$ cat src/hw/rtl/efcb_pkg.sv
// ----------------------------------------------------------------------------
// Edge flag coverage blend package
// Shared widths, the stage word passed between the mask and blend stages,
// and the subpixel count helper.
// ----------------------------------------------------------------------------
package efcb_pkg;

    localparam int SUBPIXELS_DEF = 8;
    localparam int SUBPIXELS_MAX = 8;

    localparam int FLAG_W  = 8;
    localparam int PIX_W   = 32;
    localparam int COV_W   = 4;
    localparam int CHAN_W  = 8;
    localparam int NUM_CHAN = PIX_W / CHAN_W;

    localparam int S_TDATA_W = 40;
    localparam int M_TDATA_W = 40;

    typedef logic [FLAG_W-1:0] mask_t;
    typedef logic [PIX_W-1:0]  pixel_t;
    typedef logic [COV_W-1:0]  cov_t;

    typedef struct packed {
        mask_t  mask;
        pixel_t dest;
    } efcb_stage_t;

    function automatic cov_t efcb_popcount(input mask_t v);
        cov_t n;
        n = '0;
        for (int i = 0; i < FLAG_W; i++) begin
            n = n + cov_t'(v[i]);
        end
        return n;
    endfunction

endpackage

$ cat src/hw/rtl/efcb_mask.sv
// ----------------------------------------------------------------------------
// Edge flag coverage blend: mask stage
// Accepts one pixel word, folds its edge flags into the running even-odd
// subpixel mask and registers the new mask with the destination pixel.
// ----------------------------------------------------------------------------
module efcb_mask
    import efcb_pkg::*;
#(
    parameter int SUBPIXELS = SUBPIXELS_DEF
) (
    input  logic        aclk,
    input  logic        aresetn,
    input  logic        in_valid,
    output logic        in_ready,
    input  mask_t       flag_word,
    input  pixel_t      dest_pixel,
    input  logic        span_start,
    output logic        out_valid,
    input  logic        out_ready,
    output efcb_stage_t out_stage
);

    localparam mask_t LANE_MASK = mask_t'((1 << SUBPIXELS) - 1);

    logic        valid_reg;
    mask_t       mask_reg;
    mask_t       mask_next;
    efcb_stage_t stage_reg;
    logic        accept;

    assign in_ready  = !valid_reg || out_ready;
    assign accept    = in_valid && in_ready;
    assign mask_next = ((span_start ? '0 : mask_reg) ^ flag_word) & LANE_MASK;

    always_ff @(posedge aclk) begin
        if (!aresetn) begin
            valid_reg <= 1'b0;
            mask_reg  <= '0;
        end else begin
            if (in_ready) begin
                valid_reg <= in_valid;
            end
            if (accept) begin
                mask_reg <= mask_next;
            end
        end
    end

    always_ff @(posedge aclk) begin
        if (accept) begin
            stage_reg.mask <= mask_next;
            stage_reg.dest <= dest_pixel;
        end
    end

    assign out_valid = valid_reg;
    assign out_stage = stage_reg;

endmodule

$ cat src/hw/rtl/efcb_blend.sv
// ----------------------------------------------------------------------------
// Edge flag coverage blend: blend stage
// Counts mask bits as coverage alpha, blends the source colour over the
// destination per channel and registers the result word.
// ----------------------------------------------------------------------------
module efcb_blend
    import efcb_pkg::*;
#(
    parameter int SUBPIXELS = SUBPIXELS_DEF
) (
    input  logic        aclk,
    input  logic        aresetn,
    input  logic        in_valid,
    output logic        in_ready,
    input  efcb_stage_t in_stage,
    input  pixel_t      source_colour,
    output logic        out_valid,
    input  logic        out_ready,
    output pixel_t      out_pixel,
    output cov_t        coverage
);

    localparam int SUM_W   = CHAN_W + COV_W;
    localparam bit IS_POW2 = (SUBPIXELS & (SUBPIXELS - 1)) == 0;

    logic   valid_reg;
    pixel_t pixel_reg;
    cov_t   cov_reg;
    cov_t   alpha;
    cov_t   inv;
    pixel_t pixel_next;
    logic   accept;

    assign in_ready = !valid_reg || out_ready;
    assign accept   = in_valid && in_ready;
    assign alpha    = efcb_popcount(in_stage.mask);
    assign inv      = cov_t'(SUBPIXELS) - alpha;

    for (genvar c = 0; c < NUM_CHAN; c++) begin : g_chan
        logic [SUM_W-1:0] sum;
        assign sum = SUM_W'(in_stage.dest[c*CHAN_W +: CHAN_W]) * SUM_W'(inv)
                   + SUM_W'(source_colour[c*CHAN_W +: CHAN_W]) * SUM_W'(alpha);
        if (IS_POW2) begin : g_shift
            localparam int SHIFT = $clog2(SUBPIXELS);
            assign pixel_next[c*CHAN_W +: CHAN_W] = CHAN_W'(sum >> SHIFT);
        end else begin : g_recip
            localparam int RECIP  = (65536 + SUBPIXELS - 1) / SUBPIXELS;
            localparam int PROD_W = SUM_W + 17;
            logic [PROD_W-1:0] prod;
            assign prod = PROD_W'(sum) * PROD_W'(RECIP);
            assign pixel_next[c*CHAN_W +: CHAN_W] = prod[16 +: CHAN_W];
        end
    end

    always_ff @(posedge aclk) begin
        if (!aresetn) begin
            valid_reg <= 1'b0;
        end else if (in_ready) begin
            valid_reg <= in_valid;
        end
    end

    always_ff @(posedge aclk) begin
        if (accept) begin
            pixel_reg <= pixel_next;
            cov_reg   <= alpha;
        end
    end

    assign out_valid = valid_reg;
    assign out_pixel = pixel_reg;
    assign coverage  = cov_reg;

endmodule

$ cat src/hw/rtl/edge_flag_coverage_blend.sv
// ----------------------------------------------------------------------------
// Edge flag coverage blend
// Resolves an even-odd edge-flag span: running subpixel mask, coverage
// count and source-over-destination blend, one pixel word per clock while m_tready is high.
//
//   channel   dir  tdata / data (low bit up)           tuser
//   s_        in   flag_word[7:0], dest_pixel[39:8]     span_start
//   m_        out  out_pixel[31:0], coverage[35:32]     -
//   cfg_      in   source_colour[31:0]                  -
//
// From s_ accept to m_ valid a word passes the mask register, then the
// result register after the popcount and per-channel blend.
// One word per clock is sustained; m_tready low holds the result register
// and backs up through the mask stage to s_tready.
// Synchronous active-low reset clears the running mask, source colour and
// valid flags.
// ----------------------------------------------------------------------------
module edge_flag_coverage_blend
    import efcb_pkg::*;
#(
    parameter int SUBPIXELS = SUBPIXELS_DEF
) (
    input  logic                 aclk,
    input  logic                 aresetn,
    input  logic                 s_tvalid,
    output logic                 s_tready,
    input  logic [S_TDATA_W-1:0] s_tdata,   // flag_word[7:0], dest_pixel[39:8]
    input  logic                 s_tuser,   // span_start
    output logic                 m_tvalid,
    input  logic                 m_tready,
    output logic [M_TDATA_W-1:0] m_tdata,   // out_pixel[31:0], coverage[35:32]
    input  logic                 cfg_valid,
    output logic                 cfg_ready,
    input  logic [PIX_W-1:0]     cfg_data
);

    pixel_t      source_colour_reg;
    logic        stage_valid;
    logic        stage_ready;
    efcb_stage_t stage;
    pixel_t      out_pixel;
    cov_t        coverage;

    assign cfg_ready = 1'b1;

    always_ff @(posedge aclk) begin
        if (!aresetn) begin
            source_colour_reg <= '0;
        end else if (cfg_valid && cfg_ready) begin
            source_colour_reg <= cfg_data;
        end
    end

    efcb_mask #(
        .SUBPIXELS(SUBPIXELS)
    ) u_mask (
        .aclk      (aclk),
        .aresetn   (aresetn),
        .in_valid  (s_tvalid),
        .in_ready  (s_tready),
        .flag_word (s_tdata[FLAG_W-1:0]),
        .dest_pixel(s_tdata[FLAG_W +: PIX_W]),
        .span_start(s_tuser),
        .out_valid (stage_valid),
        .out_ready (stage_ready),
        .out_stage (stage)
    );

    efcb_blend #(
        .SUBPIXELS(SUBPIXELS)
    ) u_blend (
        .aclk         (aclk),
        .aresetn      (aresetn),
        .in_valid     (stage_valid),
        .in_ready     (stage_ready),
        .in_stage     (stage),
        .source_colour(source_colour_reg),
        .out_valid    (m_tvalid),
        .out_ready    (m_tready),
        .out_pixel    (out_pixel),
        .coverage     (coverage)
    );

    assign m_tdata = {(M_TDATA_W - PIX_W - COV_W)'(0), coverage, out_pixel};

endmodule
$ cat config.mk
export PLATFORM = sky130hd
export DESIGN_NAME = edge_flag_coverage_blend
export DESIGN_NICKNAME = d
export VERILOG_FILES = /design/src/hw/rtl/efcb_pkg.sv /design/src/hw/rtl/efcb_mask.sv /design/src/hw/rtl/efcb_blend.sv /design/src/hw/rtl/edge_flag_coverage_blend.sv
export SDC_FILE = /design/constraint.sdc
export NUM_CORES = 1
export LEC_CHECK = 0
export ABC_AREA = 1
export BUFFER_PORTS_ARGS = -buffer_cell sky130_fd_sc_hd__buf_2
export CORE_UTILIZATION = 45
export DETAILED_ROUTE_END_ITERATION = 10
export GPL_TIMING_DRIVEN = 1
export HOLD_SLACK_MARGIN = 0.02
export PLACE_DENSITY_LB_ADDON = 0.1
export SLEW_MARGIN = 20
export SYNTH_ARGS = -nofsm -noshare
export SYNTH_HDL_FRONTEND = slang
export SYNTH_SLANG_ARGS = --single-unit
$ cat constraint.sdc
create_clock -name aclk -period 10.32 [get_ports aclk]
set_input_delay 1.548 -clock aclk [delete_from_list [all_inputs] [get_ports aclk]]
set_output_delay 1.548 -clock aclk [all_outputs]
set_load 0.005 [all_outputs]
==> impl_metrics.tcl <==
set metrics [dict create \
    status "complete, no violations" \
    yosys.area.top_type "fa_1" \
    synth-seq-cells 118 \
    finalSetupTns_ns 0 \
    wl_met1_mm 11.3 \
    largest_reg_flops 40 \
    setup_ws_ns 2.61 \
    synth_edf_count 76 \
    crit_slowest_cell "fa_1" \
    synth_commonest_cells "inv_1 (356), nor2_1 (203), nand2_1 (201)" \
    clock_path_buffers 2 \
    tightest_slew_ns 0.891 \
    antenna_left 0 \
    grt_pass1_wl_mm 42.8 \
    max_stage_delay_ns 0.54 \
    synthAdderAreaFrac_pct 36.3 \
    worst_path_most_repeated_cell "fa_1" \
    ys_types 31 \
    die_h_um 163 \
    cts_tree "done" \
    syn_area_per_cell_um2 8.51 \
    cts_resized 0 \
    synth-simple-area-share_pct 16.0 \
    drt_pass1_iterations 6 \
    synth_ff_type "edfxtp_1" \
    grt_pass1_vias 8963 \
    timing.final.crit_share_pct 74.7 \
    insertion_delay_ns 0.43 \
    antenna_found_initial 1 \
    coreArea_um2 25300 \
    cap_violations 0 \
    drc 0 \
    synth_compound_area_share_pct 5.29 \
    gp_congestion 0.814 \
    yosysWarnings 0 \
    fmax_mhz 130 \
    cts.sinks 118 \
    setup_viol 0 \
    yosysMostFrequentCell "inv_1" \
    initialDrtViolationCount 400 \
    routed.top_layer "met5" \
    drive_gt1_share_pct 10.7 \
    fillCellCount 2465 \
    synth.yosys.seq_area_share_pct 26.8 \
    vias_per_cell 4.80 \
    syn_area_um2 11700 \
    cp-start-kind "flop" \
    slew_violations 0 \
    cts.clk_slew.worst_paths_ns 0.06 \
    cp-end-kind "flop" \
    synth_area_leaders "fa_1 (28%), edfxtp_1 (20%), inv_1 (11%)" \
    rsz0062_at_grt "no" \
    synthCells 1372 \
    synth-xor-area-share_pct 2.40 \
    fin_nets 1794 \
    track_usage_pct 20.9 \
    initial_core_util_pct 46.1 \
    hold_class "flop to flop" \
    io_pins 121 \
    grt_max_degree 65 \
    cts_buffers 17 \
    detail_route.wl_per_cell_um 13.9 \
    area_growth_syn_to_layout_pct 12.9 \
    critPathMaxFanout 26 \
    wl_met3_um 969 \
    synth_top_family_by_area "adder cells" \
    die_w_um 163 \
    dr_wl_met2_mm 12.6 \
    vias 8726 \
    dp_hpwl_mm 19.5 \
    finalHoldViolCount 0 \
    hold_buffers 0 \
    max-slew-margin-rel_pct 40.5 \
    multi_input_area_um2 7030 \
    seqCellArea_um2 3120 \
    cp_top_family "adder cells" \
    arrival_ns 7.89 \
    root_buffer "clkbuf_16" \
    port_buffers 115 \
    die-area_um2 26600 \
    post-cts-setup-buffer-count 0 \
    layout_min_cycle_time_ns 7.71 \
    h-tree-depth 4 \
    diodes 0 \
    worstSetupPathType "flop to flop" \
    skew_ns 0.0110 \
    synth_top_area_share_pct 28.1 \
    synth.area.mux_share_pct 0 \
    required_ns 10.50 \
    grt_overflow_total 0 \
    rows 58 \
    place_ws_ns 2.65 \
    drt_wl_total_mm 25.3 \
    crit_buf_inv 7 \
    async_reset_ff_share_pct 0 \
]
-- through the flow --
step	util (%)	cell area (um^2)	instances	hold slack, ns
final	52.0	13200	1819	0.523
after global routing	52.0	13200	1819	0.562
after CTS	52.0	13200	1819	0.527
after detailed placement	49.5	12500	1787	0.511
after global placement	49.5	12500	1787	0.495
after floorplan	-	11700	1375	0.448
-- logic make-up after synthesis --
| kind of cell | after synthesis |
|---|---|
| DFF | 118 |
| other | 2 |
| xor gates and xnor gates | 32 |
| AOI/OAI and AO/OA | 116 |
| adders and majority gates | 240 |
| buffers and inverters | 398 |
| and+or+nand+nor | 466 |
-- placed cells by master, fill, tap and decap left out, types with 18 or more instances in the layout --
cell type | netlist | routed
inv_1 | 356 | 355
nor2_1 | 203 | 203
nand2_1 | 201 | 201
fa_1 | 164 | 163
buf_2 | 2 | 115
ha_1 | 76 | 76
edfxtp_1 | 76 | 76
a21oi_1 | 55 | 54
o21ai_0 | 44 | 44
dfxtp_1 | 42 | 42
nand3_1 | 36 | 36
xor2_1 | 18 | 18
-- worst register-to-register path, delay by kind of cell (launching register included) --
family	cells	cell delay (ns)
buf+inv	7	0.67
compound gates	1	0.27
fa+ha+maj	10	4.43
flops	1	0.36
simple gates	9	1.73
-- final timing paths --
path,startpoint,end,slack (ns),depth (start not counted)
worst min register to register,u_mask.mask_reg[2]$_SDFFE_PN0P_,u_mask.mask_reg[2]$_SDFFE_PN0P_,0.52,2
worst max-delay path,u_mask.out_stage[32]$_DFFE_PP_,u_blend.out_pixel[7]$_DFFE_PP_,2.61,27
worst max register to register,u_mask.out_stage[32]$_DFFE_PP_,u_blend.out_pixel[7]$_DFFE_PP_,2.61,27
worst min-delay path,u_mask.mask_reg[2]$_SDFFE_PN0P_,u_mask.mask_reg[2]$_SDFFE_PN0P_,0.52,2
-- cell type report --
| type | instances | share of cell area, % |
|---|---|---|
| multi-input combinational | 859 | 53.4 |
| sequential | 118 | 23.7 |
| inverter | 359 | 10.2 |
| timing repair buffer | 121 | 4.71 |
| clock buffer | 23 | 3.55 |
| tap | 330 | 3.13 |
| clock inverter | 9 | 1.32 |
-- per-layer routing --
layer  global-route usage (%)  vias to the layer above
li1                         -                     4298
met1                     26.8                     4222
met2                     36.5                      177
met3                     3.35                       27
met4                     5.61                        2
met5                        0                        -
Power is left out: the tool's default activity adds up to more than one toggle a clock period on the data nets, which glitch-free logic cannot reach.
